### src/sv/frma_pkg.sv
// Package for the fan tachometer RPM and moving average block.
// Holds the payload types, the sequencer states, register codes and sizing
// constants shared by the top level and the divider. Depends on nothing.
`default_nettype none

package frma_pkg;

  // Build-time sizing
  localparam int WINDOW_DEPTH = 256;
  localparam int CLOCK_HZ     = 160000000;

  // Word field widths
  localparam int CAP_W   = 32;
  localparam int RPM_W   = 32;
  localparam int POLES_W = 8;
  localparam int WIN_W   = 9;

  // Ring and running sum
  localparam int PTR_W = $clog2(WINDOW_DEPTH);
  localparam int CNT_W = $clog2(WINDOW_DEPTH + 1);
  localparam int SUM_W = RPM_W + $clog2(WINDOW_DEPTH);

  // Speed numerator: clock ticks per minute in Q34.8
  localparam longint RPM_NUM   = 64'(CLOCK_HZ) * 64'd60 * 64'd256;
  localparam int     RPM_NUM_W = $clog2(RPM_NUM + 64'd1);

  // Divisor is a period below 2^31 times an 8-bit pole count
  localparam int PROD_W = (CAP_W - 1) + POLES_W;

  // Divider: every quotient it produces fits in RPM_W bits
  localparam int QUO_W  = RPM_W;
  localparam int ITER_W = $clog2(QUO_W + 1);
  localparam int DVD_W  = (RPM_NUM_W > SUM_W) ? RPM_NUM_W : SUM_W;
  localparam int DVS_W  = (PROD_W > CNT_W) ? PROD_W : CNT_W;

  localparam logic [DVD_W-1:0] RPM_NUM_D = DVD_W'(RPM_NUM);
  // A divisor at or below this value gives a quotient of 2^32 or more
  localparam logic [PROD_W-1:0] SAT_DIV  = PROD_W'(RPM_NUM >> QUO_W);
  localparam logic [RPM_W-1:0]  RPM_SAT  = '1;

  // Configuration register indexes
  localparam int CFG_IDX_W = 4;
  localparam int CFG_DAT_W = WIN_W;
  localparam logic [CFG_IDX_W-1:0] REG_POLES      = CFG_IDX_W'(0);
  localparam logic [CFG_IDX_W-1:0] REG_AVG_WINDOW = CFG_IDX_W'(1);

  localparam logic [POLES_W-1:0] POLES_RST = POLES_W'(2);
  localparam logic [WIN_W-1:0]   WIN_RST   = WIN_W'(16);

  // Input operation codes
  localparam logic OP_CAPTURE = 1'b0;
  localparam logic OP_TIMEOUT = 1'b1;

  typedef struct packed {
    logic             op;
    logic [CAP_W-1:0] capture_value;
  } tach_in_t;

  typedef struct packed {
    logic [RPM_W-1:0] sample_rpm;
    logic [RPM_W-1:0] avg_rpm;
    logic             signal_lost;
  } tach_out_t;

  typedef enum logic [3:0] {
    S_IDLE,
    S_MUL,
    S_RDIV,
    S_RWAIT,
    S_RD,
    S_UPD,
    S_ADIV,
    S_AWAIT,
    S_OUT
  } state_t;

endpackage

`default_nettype wire

### src/sv/frma_div.sv
// Iterative restoring divider, one quotient bit per cycle.
// The caller guarantees the quotient fits in QUO_W bits. Uses frma_pkg.
`default_nettype none

module frma_div
  import frma_pkg::*;
(
  input  wire logic             clk,
  input  wire logic             rst_n,
  input  wire logic             start,
  input  wire logic [DVD_W-1:0] dividend,
  input  wire logic [DVS_W-1:0] divisor,
  output logic                  done,
  output logic      [QUO_W-1:0] quot
);

  logic              busy_r;
  logic              done_r;
  logic [ITER_W-1:0] cnt_r;
  logic [DVS_W-1:0]  rem_r;
  logic [QUO_W-1:0]  quo_r;

  logic [DVS_W:0] rem_sh;
  logic [DVS_W:0] rem_sub;
  logic           q_bit;

  // Shift in the next dividend bit and try the subtraction
  always_comb begin
    rem_sh  = {rem_r, quo_r[QUO_W-1]};
    rem_sub = rem_sh - {1'b0, divisor};
    q_bit   = (rem_sh >= {1'b0, divisor});
  end

  // Control: busy flag, step counter, done pulse
  always_ff @(posedge clk) begin
    if (!rst_n) begin
      busy_r <= 1'b0;
      done_r <= 1'b0;
      cnt_r  <= '0;
    end else begin
      done_r <= 1'b0;
      if (start) begin
        busy_r <= 1'b1;
        cnt_r  <= ITER_W'(QUO_W);
      end else if (busy_r) begin
        cnt_r <= cnt_r - ITER_W'(1);
        if (cnt_r == ITER_W'(1)) begin
          busy_r <= 1'b0;
          done_r <= 1'b1;
        end
      end
    end
  end

  // Datapath: the high dividend part is already below the divisor
  always_ff @(posedge clk) begin
    if (start) begin
      rem_r <= DVS_W'(dividend >> QUO_W);
      quo_r <= dividend[QUO_W-1:0];
    end else if (busy_r) begin
      rem_r <= q_bit ? rem_sub[DVS_W-1:0] : rem_sh[DVS_W-1:0];
      quo_r <= {quo_r[QUO_W-2:0], q_bit};
    end
  end

  assign done = done_r;
  assign quot = quo_r;

endmodule

`default_nettype wire

### config.mk
export PLATFORM = sky130hd
export DESIGN_NAME = frma_div
export DESIGN_NICKNAME = d
export VERILOG_FILES = /design/src/sv/frma_pkg.sv /design/src/sv/frma_div.sv
export SDC_FILE = /design/constraint.sdc
export NUM_CORES = 1
export LEC_CHECK = 0
export ABC_AREA = 1
export BUFFER_PORTS_ARGS = -buffer_cell sky130_fd_sc_hd__buf_2
export CELL_PAD_IN_SITES_DETAIL_PLACEMENT = 1
export CELL_PAD_IN_SITES_GLOBAL_PLACEMENT = 2
export CORE_MARGIN = 4
export CORE_UTILIZATION = 23
export CTS_BUF_LIST = sky130_fd_sc_hd__clkbuf_8
export DETAILED_ROUTE_END_ITERATION = 10
export PLACE_DENSITY = 0.79
export SLEW_MARGIN = 20
export SYNTH_ARGS = -nofsm -noshare
export SYNTH_HDL_FRONTEND = slang
export SYNTH_SLANG_ARGS = --single-unit
### constraint.sdc
create_clock -name clk -period 2.19 [get_ports clk]
set_input_delay 0.1095 -clock clk [delete_from_list [all_inputs] [get_ports clk]]
set_output_delay 0.1095 -clock clk [all_outputs]
set_load 0.005 [all_outputs]
After elaboration in Yosys (flattened, before gate mapping)

Cells that the tools add are included.

Div/mod/pow operators: 0
Equal/unequal tests: 1
Reductions and logical operators: 3
Add/sub/neg operators: 2
Shift operators: 0
Muxes and demuxes: 11
$mul: 0
Bitwise logic cells: 2
Order comparisons: 1

Operator list:

| kind                                                               | count |
|---|---|
| 32-bit 2-to-1 mux                                                  | 2 |
| 40-bit by 39-bit greater-or-equal comparator with 1-bit output     | 1 |
| 39-bit 2-to-1 mux                                                  | 1 |
| 39-bit subtractor                                                  | 1 |
| 10-bit 2-to-1 mux                                                  | 2 |
| 6-bit 2-to-1 mux                                                   | 2 |
| 6-bit by 1-bit == test with 1-bit output, second input constant    | 1 |
| 6-bit by 1-bit subtractor with 6-bit output, second input constant | 1 |
| 1-bit 2-to-1 mux                                                   | 4 |
| 3-bit OR reduction                                                 | 1 |
| 1-bit inverter                                                     | 2 |
| 2-bit nonzero test                                                 | 1 |
| 2-bit OR reduction                                                 | 1 |

Output and inout port bits: 33
Memory bits (read-only): 0
Memory bits (writable): 0
Input port bits: 84
Latch bits: 0
Register bits: 79
Word-level logic and storage cells: 27
Memories: 0

Longest topological paths before layout

Gate-level depths: netlist of run 1.

Word-level depth: 4
Depth in mapped cells: 17
Mapped depth without buffers: 16

Worst setup path before layout of run 1

OpenSTA, ideal clock, no wires.

Kind: reg2reg
Start: reg quo_r[31] (netlist: quot[31])
End: reg rem_r[8] (data pin)
Slack: -0.117 ns
Required time: 1.938 ns
Stages on the path, launching flop included: 16
Arrival: 2.054 ns
Path buffers: 1
Clock period less this slack: 2.307 ns
Setup time: 0.252 ns
Path through: edfxtp_1 -> inv_1 -> ha_1 -> inv_1 -> fa_1 -> nand2_1 -> nand3_1 -> nand3_1 -> nand3_1 -> nand3_2 -> nand4_4 -> buf_4 -> nor2_1 -> nor2_1 -> nand2_1 -> nand2_1

Word-level cells in the longest chain between the ends: 4
Elaborated cells on any way between the ends: 5
Classes of those cells: add/sub (1); order compare (1); mux (3)

Ends and longest elaborated chain:

| element                                                                                                    | RTL line                       | text |
|---|---|---|
| start, declared                                                                                            | frma_div.sv:21                 | `logic [QUO_W-1:0] quo_r;` |
| start signal, assigned                                                                                     | frma_div.sv:59                 | `quo_r <= dividend[QUO_W-1:0];` |
| start signal, assigned                                                                                     | frma_div.sv:62                 | `quo_r <= {quo_r[QUO_W-2:0], q_bit};` |
| 39-bit subtractor / 40-bit by 39-bit greater-or-equal comparator with 1-bit output (equally long branches) | frma_div.sv:30, frma_div.sv:31 |  |
| 39-bit 2-to-1 mux (*)                                                                                      | frma_div.sv:61                 | `rem_r <= q_bit ? rem_sub[DVS_W-1:0] : rem_sh[DVS_W-1:0];` |
| 10-bit 2-to-1 mux (*)                                                                                      | frma_div.sv:60                 | `end else if (busy_r) begin` |
| 10-bit 2-to-1 mux (*)                                                                                      | frma_div.sv:57                 | `if (start) begin` |
| end signal, assigned                                                                                       | frma_div.sv:58                 | `rem_r <= DVS_W'(dividend >> QUO_W);` |
| end signal, assigned                                                                                       | frma_div.sv:61                 |  |
| end, declared                                                                                              | frma_div.sv:20                 | `logic [DVS_W-1:0] rem_r;` |

Mark *: on every way between the ends. The rest lies on a longest branch, timed or not. The select of a mux whose other input is x is not followed.
A chain may end at the register's enable or synchronous reset.

Worst setup path after layout of run 1

Start: reg quo_r[31] (netlist: quot[31])
End: reg rem_r[5] (data pin)

Same word-level chain as after synthesis.

==> run_summary.xml, run 1 <==
<?xml version="1.0" encoding="UTF-8"?>
<metrics>
  <group name="sta">
    <metric name="worst_clock_skew" unit="ns">0.01551</metric>
    <metric name="rsz0062_at_grt" unit="">true</metric>
    <metric name="timing_max_transition_violations_final" unit="">0</metric>
    <metric name="tightest_slew" unit="ns">0.6821</metric>
    <metric name="timing.final.hold_violations" unit="">0</metric>
    <metric name="fmax" unit="MHz">420.7</metric>
    <metric name="finalWorstSetupSlack" unit="ns">-0.1871</metric>
    <metric name="finalWorstPathRequiredPeriod" unit="ns">2.377</metric>
    <metric name="report.final.setup_viol" unit="">39</metric>
    <metric name="slew_headroom" unit="%">54.46</metric>
    <metric name="layout_worst_path_cycle_share" unit="%">108.5</metric>
  </group>
  <group name="finish">
    <metric name="area.growth.synth_to_final" unit="%">45.35</metric>
    <metric name="num-fill-cells" unit="">3739</metric>
    <metric name="num_antenna_cells" unit="">0</metric>
    <metric name="layout-drive-gt1-share" unit="%">27.02</metric>
    <metric name="final_nets" unit="">1521</metric>
    <metric name="post-route-cell-area" unit="um2">9877</metric>
    <metric name="final_core_utilization" unit="%">34.13</metric>
  </group>
  <group name="place">
    <metric name="post-place-ws" unit="ns">-0.1319</metric>
    <metric name="place.gp.congestion" unit="">0.8554</metric>
    <metric name="placement.io_buffers" unit="">116</metric>
    <metric name="dp.final_hpwl" unit="um">19610</metric>
    <metric name="placed_cell_area" unit="um2">8583</metric>
  </group>
  <group name="clock_network">
    <metric name="worstSkewPairLatency" unit="ns">0.40</metric>
    <metric name="cts.sinks" unit="">79</metric>
    <metric name="cts_buffers" unit="">9</metric>
    <metric name="cts.root.buffer_cell" unit="">sky130_fd_sc_hd__clkbuf_8</metric>
    <metric name="cts_tree" unit="">done</metric>
    <metric name="cts.clk_slew.worst_paths" unit="ns">0.10</metric>
    <metric name="clockBufferDepth" unit="">2</metric>
    <metric name="cts.htree.levels" unit="">3</metric>
  </group>
  <group name="critical_path">
    <metric name="reg2regPathDepth" unit="">15</metric>
    <metric name="worst_setup_path_startpoint" unit="">quot[31]$_DFFE_PP_</metric>
    <metric name="r2r_start" unit="">quot[31]$_DFFE_PP_</metric>
    <metric name="critical_path_class" unit="">reg2reg</metric>
    <metric name="start_kind" unit="">flip-flop</metric>
    <metric name="worst_ep_arrival_time" unit="ns">2.54</metric>
    <metric name="reg2reg_slack" unit="ns">-0.19</metric>
    <metric name="crit_path_end_kind" unit="">flip-flop</metric>
    <metric name="crit_path_end" unit="">rem_r[5]$_DFFE_PP_</metric>
    <metric name="cp.required" unit="ns">2.35</metric>
    <metric name="cp_max_fo" unit="">7</metric>
    <metric name="worstReg2RegEnd" unit="">rem_r[5]$_DFFE_PP_</metric>
  </group>
  <group name="routing">
    <metric name="vias" unit="">7707</metric>
    <metric name="route.top_layer_used" unit="">met5</metric>
    <metric name="routedLengthMet1" unit="um">11860</metric>
    <metric name="detail_route.drc_violations" unit="">0</metric>
    <metric name="detailroute.wirelength.met3" unit="um">1285</metric>
    <metric name="drt_pass1_iterations" unit="">5</metric>
    <metric name="vias_per_cell" unit="">4.322</metric>
    <metric name="ant_nets" unit="">0</metric>
    <metric name="wl_met2" unit="um">12190</metric>
    <metric name="routed_wire_length_per_instance" unit="um">14.48</metric>
    <metric name="detail_route.iter0.violations" unit="">259</metric>
    <metric name="routed_wirelength" unit="um">25820</metric>
  </group>
  <group name="grt">
    <metric name="globalRoute.totalOverflow" unit="">0</metric>
    <metric name="grt_start_max_net_pins" unit="">49</metric>
    <metric name="grt_util_all_layers" unit="%">15.56</metric>
    <metric name="grt_antenna_before_repair" unit="">1</metric>
    <metric name="via_count_of_the_first_global_routing_pass" unit="">8357</metric>
    <metric name="first_pass_grt_wire_length" unit="um">41450</metric>
  </group>
  <group name="yosys">
    <metric name="ys_seq_elements" unit="">79</metric>
    <metric name="syn_nets" unit="">1247</metric>
    <metric name="synth.yosys.seq_area_share" unit="%">29.46</metric>
    <metric name="post_synthesis_instance_total" unit="">1121</metric>
    <metric name="synth-warning-count" unit="">0</metric>
    <metric name="netlist_area" unit="um2">6795</metric>
    <metric name="synth_cell_types" unit="">39</metric>
    <metric name="syn-mean-instance-area" unit="um2">6.062</metric>
  </group>
  <group name="floorplan">
    <metric name="dieArea" unit="um2">32360</metric>
    <metric name="starting_density_of_the_core" unit="%">23.48</metric>
    <metric name="die_w" unit="um">179.9</metric>
    <metric name="floorplan.die.height" unit="um">179.9</metric>
    <metric name="design.portCount" unit="">117</metric>
    <metric name="num_rows" unit="">62</metric>
    <metric name="core_region_area" unit="um2">28940</metric>
  </group>
  <group name="hold_path">
    <metric name="worstHoldPathType" unit="">in2reg</metric>
  </group>
  <group name="job">
    <metric name="drv.max_cap_violation_count" unit="">0</metric>
  </group>
  <group name="power_and_ir_drop">
    <metric name="power.ir.vdd_worst" unit="uV">246.7</metric>
    <metric name="powerDensity" unit="nW/um2">439.3</metric>
    <metric name="cellLeakagePower" unit="nW">5.153</metric>
    <metric name="report.power.total" unit="mW">4.339</metric>
  </group>
  <group name="run_status">
    <metric name="outcome" unit="">complete, but fails checks</metric>
    <metric name="violations" unit="">setup timing</metric>
  </group>
</metrics>
sequential cells by signal (all words and copies together) (netlist names):
name	cells
busy_r	1
quot	32
cnt_r	6
done	1
rem_r	39
layer usage:
metal,GRT usage (%),up-vias
met5,0,-
met4,4.054,2
met3,3.395,30
met2,27.13,147
met1,19.51,3562
li1,-,3966
through the flow:
stage,hold WS [ns],instances,setup TNS (ns)
2_1_floorplan,0.2071,1121,0
3_3_place_gp,0.3129,1706,-0.1320
3_5_place_dp,0.3184,1706,-3.059
4_1_cts,0.02048,1767,-2.603
5_1_grt,0.02187,1783,-11.40
6_report,0.02682,1783,-4.966
layout by cell type, fill, tap and decap left out, types with 3 or more instances in the layout:
cell,Yosys,final
sky130_fd_sc_hd__nand2_2,5,26
sky130_fd_sc_hd__a21oi_1,27,24
sky130_fd_sc_hd__o21bai_1,6,6
sky130_fd_sc_hd__nand3_2,11,13
sky130_fd_sc_hd__xnor2_1,20,19
sky130_fd_sc_hd__nand3_4,0,3
sky130_fd_sc_hd__edfxtp_1,42,42
sky130_fd_sc_hd__inv_1,170,168
sky130_fd_sc_hd__nand4_1,9,9
sky130_fd_sc_hd__o21ai_0,7,4
sky130_fd_sc_hd__nand3_1,51,46
sky130_fd_sc_hd__clkbuf_8,0,9
sky130_fd_sc_hd__nor2_1,145,105
sky130_fd_sc_hd__buf_2,0,116
sky130_fd_sc_hd__nand2_1,493,471
sky130_fd_sc_hd__ha_1,41,28
sky130_fd_sc_hd__inv_2,2,3
sky130_fd_sc_hd__nor2_4,2,16
sky130_fd_sc_hd__a21oi_2,2,5
sky130_fd_sc_hd__dfxtp_1,37,35
sky130_fd_sc_hd__buf_12,1,6
sky130_fd_sc_hd__nor3_1,4,4
sky130_fd_sc_hd__nand3b_1,3,3
sky130_fd_sc_hd__buf_4,4,121
sky130_fd_sc_hd__nor2_2,4,30
sky130_fd_sc_hd__ha_4,0,12
sky130_fd_sc_hd__dlygate4sd3_1,0,40
layout make-up:
| cell class | count | area (um2) | share of cell area [%] |
|---|---|---|---|
| Clock buffer | 9 | 123.9 | 1.254 |
| Clock inverter | 6 | 92.59 | 0.9374 |
| Inverter | 173 | 649.4 | 6.575 |
| Multi-Input combinational cell | 846 | 4456 | 45.11 |
| Sequential cell | 79 | 2004 | 20.29 |
| Tap cell | 384 | 480.5 | 4.864 |
| Timing Repair Buffer | 286 | 2071 | 20.97 |
cells by family (layout without fill, tap and decap cells):
| group | Yosys count | count (layout) | share of synthesized area [%] |
|---|---|---|---|
| fa+ha+maj | 42 | 42 | 7.844 |
| simple gates | 735 | 735 | 44.25 |
| buf+inv | 196 | 474 | 11.67 |
| flops | 79 | 79 | 29.46 |
| xor+xnor | 22 | 22 | 2.836 |
| compound gates | 47 | 47 | 3.940 |
critical path, cell delays in order, from the launching register on:
cell and delay [ns]:
sky130_fd_sc_hd__edfxtp_1 0.40, sky130_fd_sc_hd__inv_1 0.07, sky130_fd_sc_hd__ha_2 0.16, sky130_fd_sc_hd__inv_2 0.04, sky130_fd_sc_hd__fa_2 0.36, sky130_fd_sc_hd__nand2_2 0.08
sky130_fd_sc_hd__nand3_2 0.08, sky130_fd_sc_hd__nand3_2 0.09, sky130_fd_sc_hd__nand3_4 0.08, sky130_fd_sc_hd__nand3_4 0.08, sky130_fd_sc_hd__nand4_4 0.17, sky130_fd_sc_hd__buf_12 0.21
sky130_fd_sc_hd__nor2_4 0.09, sky130_fd_sc_hd__nor2_2 0.04, sky130_fd_sc_hd__nand2_1 0.10, sky130_fd_sc_hd__nand2_1 0.06
Yosys cell counts (all sizes together):
master | number | share of area, %
a211oi | 1 | 0.11
a21o | 1 | 0.11
a21oi | 29 | 2.2
a31oi | 2 | 0.18
and2 | 2 | 0.18
buf | 9 | 1.3
clkbuf | 14 | 0.77
clkinv | 1 | 0.055
dfxtp | 37 | 11
edfxtp | 42 | 19
fa | 1 | 0.29
ha | 41 | 7.5
inv | 172 | 9.5
nand2 | 498 | 28
nand3 | 62 | 5.4
nand3b | 3 | 0.33
nand4 | 10 | 1.1
nor2 | 151 | 8.7
nor3 | 5 | 0.44
nor4 | 2 | 0.18
o21a | 1 | 0.11
o21ai | 7 | 0.52
o21bai | 6 | 0.66
or2 | 1 | 0.092
or3 | 1 | 0.092
xnor2 | 20 | 2.6
xor2 | 2 | 0.26
power breakdown:
group | switching [mW] | internal [mW]
registers | 0.0683 | 1.67
logic | 0.666 | 0.592
clock network | 0.693 | 0.645
total | 1.43 | 2.91
how the worst min path moves through the flow:
stage | depth (start not counted) | end | from
finish | 3 | rem_r[2]$_DFFE_PP_ | dividend[34]
global route | 3 | rem_r[0]$_DFFE_PP_ | dividend[32]
CTS | 3 | rem_r[4]$_DFFE_PP_ | dividend[36]
detailed placement | 3 | cnt_r[5]$_SDFFE_PN0P_ | rst_n
global placement | 3 | cnt_r[5]$_SDFFE_PN0P_ | rst_n
floorplan | 2 | cnt_r[5]$_SDFFE_PN0P_ | rst_n
timing repair:
item                                   4_1_cts  5_1_grt
gates cloned                                 1        2
endpoints found under the hold margin       41        0
pin swaps                                    2       23
hold buffers                                40        0
resized for setup                           30       86
setup endpoints to repair                   38       40
setup buffers                                5       15
No activity file was read; power rests on OpenSTA's default activity.
==> inputs of run 2 (changes only) <==
Settings changed: ABC_AREA 1 to default, PLACE_DENSITY 0.79 to 0.73.
==> run_summary.xml, run 2 <==
<?xml version="1.0" encoding="UTF-8"?>
<metrics>
  <group name="place">
    <metric name="dp.final_hpwl" unit="um">15380</metric>
    <metric name="dp.cells" unit="">1253</metric>
    <metric name="post-place-ws" unit="ns">-0.7783</metric>
    <metric name="placement.io_buffers" unit="">116</metric>
    <metric name="place.gp.congestion" unit="">0.8152</metric>
    <metric name="placed_cell_area" unit="um2">7941</metric>
  </group>
  <group name="grt">
    <metric name="via_count_of_the_first_global_routing_pass" unit="">6510</metric>
    <metric name="globalRoute.totalOverflow" unit="">0</metric>
    <metric name="grt_start_max_net_pins" unit="">43</metric>
    <metric name="grt_util_all_layers" unit="%">14.64</metric>
    <metric name="globalRouteMet1Util" unit="%">18.93</metric>
    <metric name="first_pass_grt_wire_length" unit="um">33460</metric>
    <metric name="grt.met2_usage" unit="%">24.82</metric>
    <metric name="grt_antenna_before_repair" unit="">1</metric>
    <metric name="grtUsageMet3" unit="%">3.247</metric>
    <metric name="global_route.peak_usage_layer" unit="">met2</metric>
  </group>
  <group name="floorplan">
    <metric name="dieArea" unit="um2">27830</metric>
    <metric name="floorplan.die.height" unit="um">166.8</metric>
    <metric name="num_rows" unit="">57</metric>
    <metric name="starting_density_of_the_core" unit="%">23.65</metric>
    <metric name="design.portCount" unit="">117</metric>
    <metric name="die_w" unit="um">166.8</metric>
    <metric name="core_region_area" unit="um2">24530</metric>
  </group>
  <group name="finish">
    <metric name="layout-drive-gt1-share" unit="%">42.83</metric>
    <metric name="most_common_cell_after_layout_fill_and_taps_aside" unit="">sky130_fd_sc_hd__buf_4</metric>
    <metric name="num_antenna_cells" unit="">0</metric>
    <metric name="post-route-cell-area" unit="um2">9087</metric>
    <metric name="max_flop_register" unit="">rem_r</metric>
    <metric name="final_cells" unit="">1321</metric>
    <metric name="final_core_utilization" unit="%">37.04</metric>
    <metric name="largest_register_ff_count" unit="">39</metric>
    <metric name="mostFrequentLayoutCells" unit="">sky130_fd_sc_hd__buf_4 (172), sky130_fd_sc_hd__buf_2 (116), sky130_fd_sc_hd__nand2_1 (65)</metric>
    <metric name="final_nets" unit="">1118</metric>
    <metric name="area.growth.synth_to_final" unit="%">56.63</metric>
  </group>
  <group name="clock_network">
    <metric name="cts.clk_slew.worst_paths" unit="ns">0.10</metric>
    <metric name="worstSkewPairLatency" unit="ns">0.39</metric>
    <metric name="cts_tree" unit="">done</metric>
    <metric name="cts_buffers" unit="">9</metric>
    <metric name="clockBufferDepth" unit="">2</metric>
    <metric name="cts.root.buffer_cell" unit="">sky130_fd_sc_hd__clkbuf_8</metric>
    <metric name="cts.htree.levels" unit="">3</metric>
    <metric name="cts.sinks" unit="">79</metric>
  </group>
  <group name="yosys">
    <metric name="yosys-top-cells-count" unit="">sky130_fd_sc_hd__nor2_1 (71), sky130_fd_sc_hd__nand2_1 (66), sky130_fd_sc_hd__a21oi_1 (60)</metric>
    <metric name="synth-warning-count" unit="">0</metric>
    <metric name="netlist.area_leader.share" unit="%">21.74</metric>
    <metric name="synth_cell_types" unit="">61</metric>
    <metric name="netlist_area" unit="um2">5802</metric>
    <metric name="synth_enable_flop_cells" unit="">42</metric>
    <metric name="async_set_reset_flop_share_out_of_synthesis" unit="%">0</metric>
    <metric name="ys_dominant_reg_cell" unit="">sky130_fd_sc_hd__edfxtp_1</metric>
    <metric name="yosys.cell_count.top_type" unit="">sky130_fd_sc_hd__nor2_1</metric>
    <metric name="synth.area.top_cells" unit="">sky130_fd_sc_hd__edfxtp_1 (22%), sky130_fd_sc_hd__dfxtp_1 (13%), sky130_fd_sc_hd__ha_1 (8.8%), sky130_fd_sc_hd__mux2_2 (6.0%), sky130_fd_sc_hd__a21oi_1 (5.2%)</metric>
    <metric name="syn_nets" unit="">800</metric>
    <metric name="post_synthesis_instance_total" unit="">674</metric>
    <metric name="synth.yosys.seq_area_share" unit="%">34.51</metric>
    <metric name="ys_seq_elements" unit="">79</metric>
    <metric name="post-synth-top-area-cell" unit="">sky130_fd_sc_hd__edfxtp_1</metric>
    <metric name="syn-mean-instance-area" unit="um2">8.608</metric>
  </group>
  <group name="run_status">
    <metric name="outcome" unit="">complete, but fails checks</metric>
    <metric name="violations" unit="">setup timing</metric>
  </group>
  <group name="sta">
    <metric name="report.final.setup_viol" unit="">40</metric>
    <metric name="fin_setup_tns" unit="ns">-25.46</metric>
    <metric name="slew_headroom" unit="%">62.74</metric>
    <metric name="timing_max_transition_violations_final" unit="">0</metric>
    <metric name="worst_clock_skew" unit="ns">0.01132</metric>
    <metric name="finalWorstSetupSlack" unit="ns">-0.7153</metric>
    <metric name="timing.final.hold_violations" unit="">0</metric>
    <metric name="finalWorstPathRequiredPeriod" unit="ns">2.905</metric>
    <metric name="tightest_slew" unit="ns">0.5588</metric>
    <metric name="layout_worst_path_cycle_share" unit="%">132.7</metric>
    <metric name="finalHoldWorstSlack" unit="ns">0.02756</metric>
    <metric name="fmax" unit="MHz">344.2</metric>
    <metric name="rsz0062_at_grt" unit="">true</metric>
  </group>
  <group name="critical_path">
    <metric name="crit_path_end_kind" unit="">flip-flop</metric>
    <metric name="reg2reg_slack" unit="ns">-0.72</metric>
    <metric name="cp_slowest_stage_delay" unit="ns">0.42</metric>
    <metric name="worst_ep_arrival_time" unit="ns">3.04</metric>
    <metric name="timing.critical_path.max_delay_family" unit="">compound AO/OA/AOI/OAI gates</metric>
    <metric name="reg2regPathDepth" unit="">14</metric>
    <metric name="critical_path_class" unit="">reg2reg</metric>
    <metric name="start_kind" unit="">flip-flop</metric>
    <metric name="worst-path-buf-inv" unit="">3</metric>
    <metric name="cp_max_fo" unit="">8</metric>
    <metric name="worstReg2RegEnd" unit="">rem_r[4]$_DFFE_PP_</metric>
    <metric name="worstPathCellList" unit="">inv_1 &gt; ha_2 &gt; inv_2 &gt; fa_2 &gt; a21o_1 &gt; a221o_1 &gt; a21oi_4 &gt; nor2_2 &gt; o21bai_4 &gt; a21o_4 &gt; buf_12 &gt; nor2_1 &gt; a211oi_1 &gt; a21oi_1</metric>
    <metric name="r2r_start" unit="">quot[31]$_DFFE_PP_</metric>
    <metric name="timing.critical_path.slowest_stage_cell" unit="">sky130_fd_sc_hd__edfxtp_1</metric>
    <metric name="cp.required" unit="ns">2.32</metric>
  </group>
  <group name="power_and_ir_drop">
    <metric name="power.ir.vdd_worst" unit="uV">309.6</metric>
    <metric name="cellLeakagePower" unit="nW">4.113</metric>
    <metric name="report.power.total" unit="mW">4.869</metric>
    <metric name="powerDensity" unit="nW/um2">535.8</metric>
  </group>
  <group name="routing">
    <metric name="vias_per_cell" unit="">4.596</metric>
    <metric name="routed_wirelength" unit="um">20830</metric>
    <metric name="routed_wire_length_per_instance" unit="um">15.77</metric>
    <metric name="ant_nets" unit="">0</metric>
    <metric name="detail_route.drc_violations" unit="">0</metric>
    <metric name="detail_route.iter0.violations" unit="">183</metric>
    <metric name="vias" unit="">6071</metric>
    <metric name="drt_pass1_iterations" unit="">4</metric>
  </group>
  <group name="job">
    <metric name="drv.max_cap_violation_count" unit="">0</metric>
  </group>
  <group name="hold_path">
    <metric name="worstHoldPathCells" unit="">2</metric>
    <metric name="worstHoldStart" unit="">dividend[18]</metric>
    <metric name="hold_end" unit="">quot[18]$_DFFE_PP_</metric>
    <metric name="worstHoldPathType" unit="">in2reg</metric>
  </group>
</metrics>
[run 2: cells by family after synthesis]
logic type	count (synthesis)	share of synthesized area, %
multiplexers	41	7.742
AO/OA/AOI/OAI	196	21.87
adder cells (fa/ha/maj)	42	9.187
flip-flops	79	34.51
XOR/XNOR	37	5.585
buffers and inverters	87	6.448
AND/OR/NAND/NOR	192	14.66
[run 2: routing by layer]
metal / vias to the layer above / wire, um
met5: - / 7
met4: 2 / 306
met3: 26 / 777
met2: 101 / 10000
met1: 2892 / 9734
li1: 3050 / -
[run 2: repair_timing]
action                     CTS  global route
setup endpoints to repair   40            40
hold endpoints to repair    33             0
hold buffers                32             0
gates resized for setup     64            52
pin swaps                   30            22
setup buffers               13             5
gates cloned                 4             2
[run 2: worst max-delay path by stage]
stage                             startpoint                      to  slack [ns]  depth (start not counted)
final                     quot[31]$_DFFE_PP_      rem_r[4]$_DFFE_PP_       -0.72                         14
after global routing      quot[31]$_DFFE_PP_  rem_r[22]$_SDFFE_PP0P_       -0.87                         14
after CTS                 quot[31]$_DFFE_PP_  rem_r[20]$_SDFFE_PP0P_       -0.69                         16
after detailed placement  quot[31]$_DFFE_PP_  rem_r[34]$_SDFFE_PP0P_       -0.78                         13
after global placement    quot[31]$_DFFE_PP_  rem_r[34]$_SDFFE_PP0P_       -0.72                         13
after floorplan           quot[31]$_DFFE_PP_      rem_r[4]$_DFFE_PP_       -0.67                         15
[run 2: cell type report]
cell class | instances | area, um2
Clock buffer | 9 | 123.9
Timing Repair Buffer | 338 | 2490
Tap cell | 324 | 405.4
Clock inverter | 7 | 75.07
Multi-Input combinational cell | 508 | 3781
Sequential cell | 79 | 2002
Inverter | 56 | 210.2
Fill cell | 2959 | 15450
[run 2: report_power, final]
part	leakage [nW]	internal (mW)	total, mW	switching, mW
Combinational	3.29	0.972	1.91	0.941
Clock	0.0985	0.452	1.17	0.720
Sequential	0.727	1.71	1.78	0.0733
